`src/rtl/emc_pkg.sv`:
```
package emc_pkg;

  // Widths fixed by the item and register formats
  localparam int unsigned COUNT_W = 16;
  localparam int unsigned DUTY_W  = 8;
  localparam int unsigned LEVEL_W = 5;
  localparam int unsigned CIDX_W  = 2;
  localparam int unsigned CDATA_W = 16;

  // Command queue depth default
  localparam int unsigned QUEUE_DEPTH_DEF = 16;

  // Hand-off queue between front and back
  localparam int unsigned ITEMQ_DEPTH = 2;

  // Product dist * duty_max, and the serial divider step counter
  localparam int unsigned PROD_W = COUNT_W + DUTY_W;
  localparam int unsigned STEP_W = $clog2(PROD_W);

  // Request codes
  localparam logic REQ_CMD  = 1'b0;
  localparam logic REQ_TICK = 1'b1;

  // Direction codes
  localparam logic DIR_CW  = 1'b0;
  localparam logic DIR_CCW = 1'b1;

  // Configuration register indexes
  localparam logic [CIDX_W-1:0] CFG_COUNTS_PER_REV = 2'd0;
  localparam logic [CIDX_W-1:0] CFG_DUTY_MAX       = 2'd1;
  localparam logic [CIDX_W-1:0] CFG_DUTY_MIN       = 2'd2;

  // Configuration reset values
  localparam logic [COUNT_W-1:0] CPR_RST      = 16'd4480;
  localparam logic [DUTY_W-1:0]  DUTY_MAX_RST = 8'd100;
  localparam logic [DUTY_W-1:0]  DUTY_MIN_RST = 8'd0;

  typedef struct packed {
    logic [COUNT_W-1:0] counts_per_rev;
    logic [DUTY_W-1:0]  duty_max;
    logic [DUTY_W-1:0]  duty_min;
  } cfg_t;

  // Classified item as passed from front to back
  typedef struct packed {
    logic               is_tick;
    logic               dir;
    logic [COUNT_W-1:0] count;
  } item_t;

  typedef struct packed {
    logic [DUTY_W-1:0]  duty;
    logic               drive_dir;
    logic               moving;
    logic               cmd_dropped;
    logic [LEVEL_W-1:0] queue_level;
  } res_t;

  typedef enum logic [2:0] {
    B_IDLE,
    B_FETCH,
    B_EVAL,
    B_DIV,
    B_CLAMP,
    B_DONE
  } back_state_t;

endpackage

```
`src/rtl/emc_ram.sv`:
```
module emc_ram #(
  parameter int unsigned WIDTH = 1,
  parameter int unsigned DEPTH = emc_pkg::QUEUE_DEPTH_DEF
) (
  input  logic                     clk,
  input  logic                     we,
  input  logic [$clog2(DEPTH)-1:0] waddr,
  input  logic [WIDTH-1:0]         wdata,
  input  logic [$clog2(DEPTH)-1:0] raddr,
  output logic [WIDTH-1:0]         rdata
);

  logic [WIDTH-1:0] mem [DEPTH];

  always_ff @(posedge clk) begin
    if (we) begin
      mem[waddr] <= wdata;
    end
    rdata <= mem[raddr];
  end

endmodule

```
`src/rtl/emc_front.sv`:
```
module emc_front (
  input  logic                          clk,
  input  logic                          rst,
  input  logic                          in_valid,
  output logic                          in_ready,
  input  logic                          req_type,
  input  logic                          cmd_dir,
  input  logic [emc_pkg::COUNT_W-1:0]   position,
  output logic                          item_valid,
  input  logic                          item_ready,
  output emc_pkg::item_t                item
);

  localparam int unsigned PTR_W = $clog2(emc_pkg::ITEMQ_DEPTH);
  localparam int unsigned CNT_W = $clog2(emc_pkg::ITEMQ_DEPTH + 1);

  emc_pkg::item_t     slots [emc_pkg::ITEMQ_DEPTH];
  logic [PTR_W-1:0]   wr_ptr;
  logic [PTR_W-1:0]   rd_ptr;
  logic [CNT_W-1:0]   count;
  emc_pkg::item_t     in_item;
  logic               push;
  logic               pop;

  always_comb begin
    in_item.is_tick = (req_type == emc_pkg::REQ_TICK);
    in_item.dir     = cmd_dir;
    in_item.count   = position;
  end

  assign in_ready   = (count != CNT_W'(emc_pkg::ITEMQ_DEPTH));
  assign item_valid = (count != '0);
  assign item       = slots[rd_ptr];
  assign push       = in_valid && in_ready;
  assign pop        = item_valid && item_ready;

  always_ff @(posedge clk) begin
    if (push) begin
      slots[wr_ptr] <= in_item;
    end
  end

  always_ff @(posedge clk) begin
    if (rst) begin
      wr_ptr <= '0;
      rd_ptr <= '0;
      count  <= '0;
    end else begin
      if (push) begin
        wr_ptr <= (wr_ptr == PTR_W'(emc_pkg::ITEMQ_DEPTH - 1)) ? '0 : wr_ptr + 1'b1;
      end
      if (pop) begin
        rd_ptr <= (rd_ptr == PTR_W'(emc_pkg::ITEMQ_DEPTH - 1)) ? '0 : rd_ptr + 1'b1;
      end
      case ({push, pop})
        2'b10:   count <= count + 1'b1;
        2'b01:   count <= count - 1'b1;
        default: count <= count;
      endcase
    end
  end

endmodule

```
`src/rtl/emc_back.sv`:
```
module emc_back #(
  parameter int unsigned QUEUE_DEPTH = emc_pkg::QUEUE_DEPTH_DEF
) (
  input  logic           clk,
  input  logic           rst,
  input  emc_pkg::cfg_t  cfg,
  input  logic           item_valid,
  output logic           item_ready,
  input  emc_pkg::item_t item,
  output logic           out_valid,
  input  logic           out_ready,
  output emc_pkg::res_t  res
);

  localparam int unsigned PTR_W  = $clog2(QUEUE_DEPTH);
  localparam int unsigned FILL_W = $clog2(QUEUE_DEPTH + 1);
  localparam int unsigned CW     = emc_pkg::COUNT_W;
  localparam int unsigned DW     = emc_pkg::DUTY_W;
  localparam int unsigned PW     = emc_pkg::PROD_W;

  emc_pkg::back_state_t state;
  emc_pkg::back_state_t state_next;

  logic [PTR_W-1:0]          read_ptr;
  logic [PTR_W-1:0]          write_ptr;
  logic [FILL_W-1:0]         fill_count;
  logic [CW-1:0]             target_pos;
  logic                      move_active;
  logic                      current_dir;
  emc_pkg::item_t            cur;
  logic [PW-1:0]             dv;
  logic [CW-1:0]             rem;
  logic [emc_pkg::STEP_W-1:0] step;
  logic [DW-1:0]             res_duty;
  logic                      res_dropped;

  logic                      full;
  logic                      start_move;
  logic [CW-1:0]             distance;
  logic                      saturate;
  logic [CW:0]               trial;
  logic                      take;
  logic [CW:0]               trial_sub;
  logic [DW-1:0]             capped;
  logic [DW-1:0]             clamped;
  logic                      ram_we;
  logic                      ram_rdata;
  logic                      out_free;

  emc_ram #(
    .WIDTH (1),
    .DEPTH (QUEUE_DEPTH)
  ) u_cmd_store (
    .clk   (clk),
    .we    (ram_we),
    .waddr (write_ptr),
    .wdata (item.dir),
    .raddr (read_ptr),
    .rdata (ram_rdata)
  );

  assign full       = (fill_count == FILL_W'(QUEUE_DEPTH));
  assign start_move = !move_active && (fill_count != '0);
  assign distance   = (target_pos >= cur.count) ? (target_pos - cur.count)
                                                : (cur.count - target_pos);
  // distance >= counts_per_rev means the quotient is at least duty_max
  assign saturate   = (cfg.counts_per_rev == '0) || (distance >= cfg.counts_per_rev);
  assign trial      = {rem, dv[PW-1]};
  assign take       = (trial >= {1'b0, cfg.counts_per_rev});
  assign trial_sub  = trial - {1'b0, cfg.counts_per_rev};
  assign capped     = (dv > PW'(cfg.duty_max)) ? cfg.duty_max : dv[DW-1:0];
  assign clamped    = (capped < cfg.duty_min) ? cfg.duty_min : capped;
  assign out_free   = !out_valid || out_ready;

  // Next state
  always_comb begin
    state_next = state;
    case (state)
      emc_pkg::B_IDLE: begin
        if (item_valid) begin
          if (!item.is_tick) begin
            state_next = emc_pkg::B_DONE;
          end else if (start_move) begin
            state_next = emc_pkg::B_FETCH;
          end else if (move_active) begin
            state_next = emc_pkg::B_EVAL;
          end else begin
            state_next = emc_pkg::B_DONE;
          end
        end
      end
      emc_pkg::B_FETCH: state_next = emc_pkg::B_EVAL;
      emc_pkg::B_EVAL: begin
        if (distance == '0) begin
          state_next = emc_pkg::B_DONE;
        end else if (saturate) begin
          state_next = emc_pkg::B_CLAMP;
        end else begin
          state_next = emc_pkg::B_DIV;
        end
      end
      emc_pkg::B_DIV: begin
        if (step == emc_pkg::STEP_W'(PW - 1)) begin
          state_next = emc_pkg::B_CLAMP;
        end
      end
      emc_pkg::B_CLAMP: state_next = emc_pkg::B_DONE;
      emc_pkg::B_DONE: begin
        if (out_free) begin
          state_next = emc_pkg::B_IDLE;
        end
      end
      default: state_next = emc_pkg::B_IDLE;
    endcase
  end

  // State-decoded controls
  always_comb begin
    item_ready = (state == emc_pkg::B_IDLE);
    ram_we     = (state == emc_pkg::B_IDLE) && item_valid && !item.is_tick && !full;
  end

  always_ff @(posedge clk) begin
    if (rst) begin
      state       <= emc_pkg::B_IDLE;
      read_ptr    <= '0;
      write_ptr   <= '0;
      fill_count  <= '0;
      target_pos  <= '0;
      move_active <= 1'b0;
      current_dir <= emc_pkg::DIR_CW;
      out_valid   <= 1'b0;
    end else begin
      state <= state_next;
      if ((state == emc_pkg::B_DONE) && out_free) begin
        out_valid <= 1'b1;
      end else if (out_ready) begin
        out_valid <= 1'b0;
      end
      case (state)
        emc_pkg::B_IDLE: begin
          if (item_valid) begin
            cur         <= item;
            res_duty    <= '0;
            res_dropped <= 1'b0;
            if (!item.is_tick) begin
              if (!full) begin
                write_ptr  <= (write_ptr == PTR_W'(QUEUE_DEPTH - 1)) ? '0
                                                                    : write_ptr + 1'b1;
                fill_count <= fill_count + 1'b1;
              end else begin
                res_dropped <= 1'b1;
              end
            end
          end
        end
        emc_pkg::B_FETCH: begin
          current_dir <= ram_rdata;
          read_ptr    <= (read_ptr == PTR_W'(QUEUE_DEPTH - 1)) ? '0 : read_ptr + 1'b1;
          fill_count  <= fill_count - 1'b1;
          target_pos  <= (ram_rdata == emc_pkg::DIR_CW) ? cur.count + cfg.counts_per_rev
                                                         : cur.count - cfg.counts_per_rev;
          move_active <= 1'b1;
        end
        emc_pkg::B_EVAL: begin
          rem  <= '0;
          step <= '0;
          if (distance == '0) begin
            move_active <= 1'b0;
          end else if (saturate) begin
            dv <= PW'(cfg.duty_max);
          end else begin
            dv <= PW'(distance) * PW'(cfg.duty_max);
          end
        end
        emc_pkg::B_DIV: begin
          rem  <= take ? trial_sub[CW-1:0] : trial[CW-1:0];
          dv   <= {dv[PW-2:0], take};
          step <= step + 1'b1;
        end
        emc_pkg::B_CLAMP: begin
          res_duty <= clamped;
        end
        emc_pkg::B_DONE: begin
          if (out_free) begin
            res.duty        <= res_duty;
            res.drive_dir   <= current_dir;
            res.moving      <= move_active;
            res.cmd_dropped <= res_dropped;
            res.queue_level <= emc_pkg::LEVEL_W'(fill_count);
          end
        end
        default: begin
        end
      endcase
    end
  end

endmodule

```
`src/rtl/encoder_move_controller.sv`:
```
// Channel  | handshake           | payload
// in       | in_valid/in_ready   | req_type, cmd_dir, position
// out      | out_valid/out_ready | duty, drive_dir, moving, cmd_dropped, queue_level
// cfg      | cfg_valid/cfg_ready | cfg_index, cfg_data
//
// Each item gives one result. Taken by the back end, an enqueue or idle tick goes to DONE,
// which loads the result register; a move tick goes via FETCH (on a start) and EVAL to DONE
// when the move ends, else via CLAMP, after the 24-step serial divide by counts_per_rev when
// not saturated. Synchronous active-high reset clears all control state and loads the
// register defaults; no clearing pass. A result left waiting holds the back end in its last
// state; the two-item hand-off queue then fills and the input stalls.
module encoder_move_controller #(
  parameter int unsigned QUEUE_DEPTH = emc_pkg::QUEUE_DEPTH_DEF
) (
  input  logic                          clk,
  input  logic                          rst,
  // input items
  input  logic                          in_valid,
  output logic                          in_ready,
  input  logic                          req_type,
  input  logic                          cmd_dir,
  input  logic [emc_pkg::COUNT_W-1:0]   position,
  // result items
  output logic                          out_valid,
  input  logic                          out_ready,
  output logic [emc_pkg::DUTY_W-1:0]    duty,
  output logic                          drive_dir,
  output logic                          moving,
  output logic                          cmd_dropped,
  output logic [emc_pkg::LEVEL_W-1:0]   queue_level,
  // register writes
  input  logic                          cfg_valid,
  output logic                          cfg_ready,
  input  logic [emc_pkg::CIDX_W-1:0]    cfg_index,
  input  logic [emc_pkg::CDATA_W-1:0]   cfg_data
);

  emc_pkg::cfg_t  cfg;
  emc_pkg::item_t item;
  emc_pkg::res_t  res;
  logic           item_valid;
  logic           item_ready;

  // Register file: always ready, a write takes effect on the next cycle
  assign cfg_ready = 1'b1;

  always_ff @(posedge clk) begin
    if (rst) begin
      cfg.counts_per_rev <= emc_pkg::CPR_RST;
      cfg.duty_max       <= emc_pkg::DUTY_MAX_RST;
      cfg.duty_min       <= emc_pkg::DUTY_MIN_RST;
    end else if (cfg_valid && cfg_ready) begin
      case (cfg_index)
        emc_pkg::CFG_COUNTS_PER_REV: cfg.counts_per_rev <= cfg_data;
        emc_pkg::CFG_DUTY_MAX:       cfg.duty_max       <= cfg_data[emc_pkg::DUTY_W-1:0];
        emc_pkg::CFG_DUTY_MIN:       cfg.duty_min       <= cfg_data[emc_pkg::DUTY_W-1:0];
        default: begin
        end
      endcase
    end
  end

  // Front end: accepts and classifies items into the hand-off queue
  emc_front u_front (
    .clk        (clk),
    .rst        (rst),
    .in_valid   (in_valid),
    .in_ready   (in_ready),
    .req_type   (req_type),
    .cmd_dir    (cmd_dir),
    .position   (position),
    .item_valid (item_valid),
    .item_ready (item_ready),
    .item       (item)
  );

  // Back end: command FIFO, move tracking, proportional duty and result register
  emc_back #(
    .QUEUE_DEPTH (QUEUE_DEPTH)
  ) u_back (
    .clk        (clk),
    .rst        (rst),
    .cfg        (cfg),
    .item_valid (item_valid),
    .item_ready (item_ready),
    .item       (item),
    .out_valid  (out_valid),
    .out_ready  (out_ready),
    .res        (res)
  );

  assign duty        = res.duty;
  assign drive_dir   = res.drive_dir;
  assign moving      = res.moving;
  assign cmd_dropped = res.cmd_dropped;
  assign queue_level = res.queue_level;

endmodule

```
`config.mk`:
```
export PLATFORM = sky130hd
export DESIGN_NAME = encoder_move_controller
export DESIGN_NICKNAME = d
export VERILOG_FILES = /design/src/rtl/emc_pkg.sv /design/src/rtl/emc_ram.sv /design/src/rtl/emc_front.sv /design/src/rtl/emc_back.sv /design/src/rtl/encoder_move_controller.sv
export SDC_FILE = /design/constraint.sdc
export NUM_CORES = 1
export LEC_CHECK = 0
export ABC_CLOCK_PERIOD_IN_PS = 11900
export BUFFER_PORTS_ARGS = -buffer_cell sky130_fd_sc_hd__buf_2
export CAP_MARGIN = 0
export CELL_PAD_IN_SITES_DETAIL_PLACEMENT = 0
export CELL_PAD_IN_SITES_GLOBAL_PLACEMENT = 1
export CORE_MARGIN = 4
export CORE_UTILIZATION = 30
export DETAILED_ROUTE_END_ITERATION = 6
export PLACE_DENSITY = 0.65
export RECOVER_POWER = 100
export SLEW_MARGIN = 20
export SYNTH_ARGS = -nofsm -noshare
export SYNTH_HDL_FRONTEND = slang
export SYNTH_HIERARCHICAL = 1
export SYNTH_SLANG_ARGS = --single-unit
```
`constraint.sdc`:
```
create_clock -name clk -period 11.9 [get_ports clk]
set_input_delay 1.19 -clock clk [delete_from_list [all_inputs] [get_ports clk]]
set_output_delay 1.19 -clock clk [all_outputs]
set_load 0.03 [all_outputs]
```
==> impl_results.md <==
* Post-CTS setup buffers at 0
* Num rows at 87
* Fraction of layout cells with a size suffix above 1 at 6.50%
* Worst Setup Path Type: reg -> reg
* Wire length per cell at 17.7 microns
* Synth top area cells: edfxtp_1 (24%), ha_1 (11%), fa_1 (10%), dfxtp_1 (8.5%), inv_1 (4.4%)
* Total CTS buffers at 26
* Antenna diodes at 0
* CTS Hold Bufs at 0
* Synth area leader: edfxtp_1
* GRT overflow at 0
* Worst Path Arrival at 9400 ps
* CTS tree: done
* Fill count at 5794
* Status: finished with violations
* Die W at 248 microns
* Primary FF master, synth: edfxtp_1
* Most frequent cells in the layout: inv_1 (202), nor2_1 (150), ha_1 (145), edfxtp_1 (138), nand2_1 (129)
* GPL Wtd Cong at around 0.90
* First-pass GRT wire length at ~75 mm
* Type of origin of the critical path: flop
* Hold Path Origin: u_back/res_duty[1]$_SDFFCE_PP0P_
* Dpl hpwl at 36.5 mm
* Synth Register Bits at 211
* DRC Markers at 0
* Slew Limit Fails at 136
* Drt pass-1 iters at 7
* Clock sink count at 211
* Clock latency on the worst-skew pair at roughly 550 ps
* Post-Synthesis Cells at 1838
* DR vias at 13200
* Post-synth EDFFs at 138
* Slew @ Worst Pin at 2220 ps
* Initial Util at about 30%
* Antenna-violating nets left at 0
* Worst clock skew at 20.0 ps
* Die area at 61400 sq um
* Area growth syn-to-layout at 10.9%
* Vias in the first global route at 13600
* RSZ-0062 raised after global routing: false
* Synth async-reset ratio at 0%
* Max Cap Viol at 4
* Crit path max fanout at 11
* Worst setup EP type: flop
* Average cell area after synthesis at roughly 9.4 sq um
* Max H-tree Level at 1
* Total Wirelength at 46.9 mm
* Final setup viols at 0
* Clock Pin Slew Worst Setup and Hold Paths at 60 ps
* I/O pins at 60
* Fin crit period at 9110 ps
* DR iter-0 viols at roughly 900
* Warnings, synthesis at 6
* Tot GR Track Use at between 10% and 20%
* Maximum clock frequency at approximately 0.11 GHz
* CP max stage delay at 870 ps
* Die height at 248 microns
* Synth top area share at 24.0%
* Nets at 2146
* TNS Setup at 0 ps
* Largest net degree at the start of global routing at between 50 and 60
* Initial antenna violation count at 0
* Max clock buf depth at 3
* Syn nets at 2113
* Synth Cell Area at around 17000 sq um
* Crit-path slowest cell: o21ai_0
* Period Utilization, post-route at 76.6%
* Final hold vios at 0
* Clock Tree Root: clkbuf_16
* Port-buffer cells at 58
* PostCTS Resize Cnt at 0
* Failing checks: capacitance limit, slew limit
* Vias per std cell at 4.99
* Core Box Area at about 57000 sq um
* Setup crit start: u_back/cur[9]$_DFFE_PP_
* Commonest non-fill, non-tap cell in the layout: inv_1
* Synth unique cells at 98
* Required @ worst endpoint at 12180 ps
* Slew headroom at -48.2%
* Worst Hold Class: reg -> reg
* Sequential fraction of the synthesis area at roughly a third
* Crit Reg-Reg Startpoint: u_back/cur[9]$_DFFE_PP_
## cell families after synthesis
kind of cell	synth area share, %
simple gates	18.3
compound gates	13.8
buf+inv	6.21
fa+ha+maj	20.8
flops	32.5
mux	5.03
xor+xnor	3.34
other cells	0.0217
## path summary, 6_finish.rpt
| kind | to | slack, ps | cells after the start |
|---|---|---|---|
| max | u_back/dv[23]$_DFFE_PP_ | 2790 | 26 |
| min | u_back/res[9]$_DFFE_PP_ | 420 | 0 |
| max reg2reg | u_back/dv[23]$_DFFE_PP_ | 2790 | 26 |
| min reg2reg | u_back/res[9]$_DFFE_PP_ | 420 | 0 |
## synth_stat cells, types with 14 or more instances
library cell and count:
xor2_1 24, nor2_1 149, o21ai_0 82, nand3_1 34
fa_1 89, ha_1 145, edfxtp_1 138, nor4_1 30
a31oi_1 16, nand2b_1 61, xnor2_1 40, or3_1 16
nor3_1 62, a21o_1 32, mux2_2 18, and3_1 24
nor2b_1 18, buf_2 14, mux2i_1 56, inv_1 202
nand2_1 128, dfxtp_1 73, and2_1 40, a21oi_1 98
clkbuf_1 45
## state kept, by name, indices dropped and copies added, names as in the netlist, 2 cells and up, named ones only
signal,count
u_front/slots,36
cfg,32
u_back/dv,24
u_back/cur,16
u_back/rem,16
u_back/res,16
u_back/target_pos,16
u_back/u_cmd_store/mem,16
u_back/res_duty,8
u_back/fill_count,5
u_back/step,5
u_back/read_ptr,4
u_back/write_ptr,4
u_back/state,3
u_front/count,2
## final cells by class
type                       count  area (sq um)  share of cell area [%]
sequential                   211          5610                    29.3
timing repair buffer          73           345                    1.81
clock buffer                  34           752                    3.93
tap                          756           946                    4.94
inverter                     203           762                    3.98
clock inverter                14           154                   0.805
multi-input combinational   1356         10600                    55.2
## layer usage
layer	part of all wire, %	GRT usage (%)	wire length [microns]	up-vias
met2	49	26.9	22800	249
met3	3.3	1.92	1570	56
met1	46	20.2	21600	6374
met5	0	0	0	-
met4	2.0	3.35	918	0
li1	-	-	-	6525
## worst max-delay path, delay by kind of cell (launching register included)
family                     cells  cell delay [ps]
xor gates and xnor gates       1              170
AOI/OAI and AO/OA             12             3860
buffers and inverters          3              170
DFF                            1              420
adders and majority gates      6             2920
and+or+nand+nor                4             1310
## metrics by stage
step	instance area (sq um)	util (%)	cells	hold WS [ps]	setup WS (ps)
final	19100	33.7	2647	418	2790
after floorplan	17300	-	1838	400	5010
after detailed placement	18300	32.3	2598	406	4020
after global routing	19100	33.7	2647	421	2090
after global placement	18300	32.3	2598	405	4170
after CTS	19200	33.9	2646	419	3990
Power is left out: the tool's default activity adds up to more than one toggle a clock period on the data nets, which glitch-free logic cannot reach.
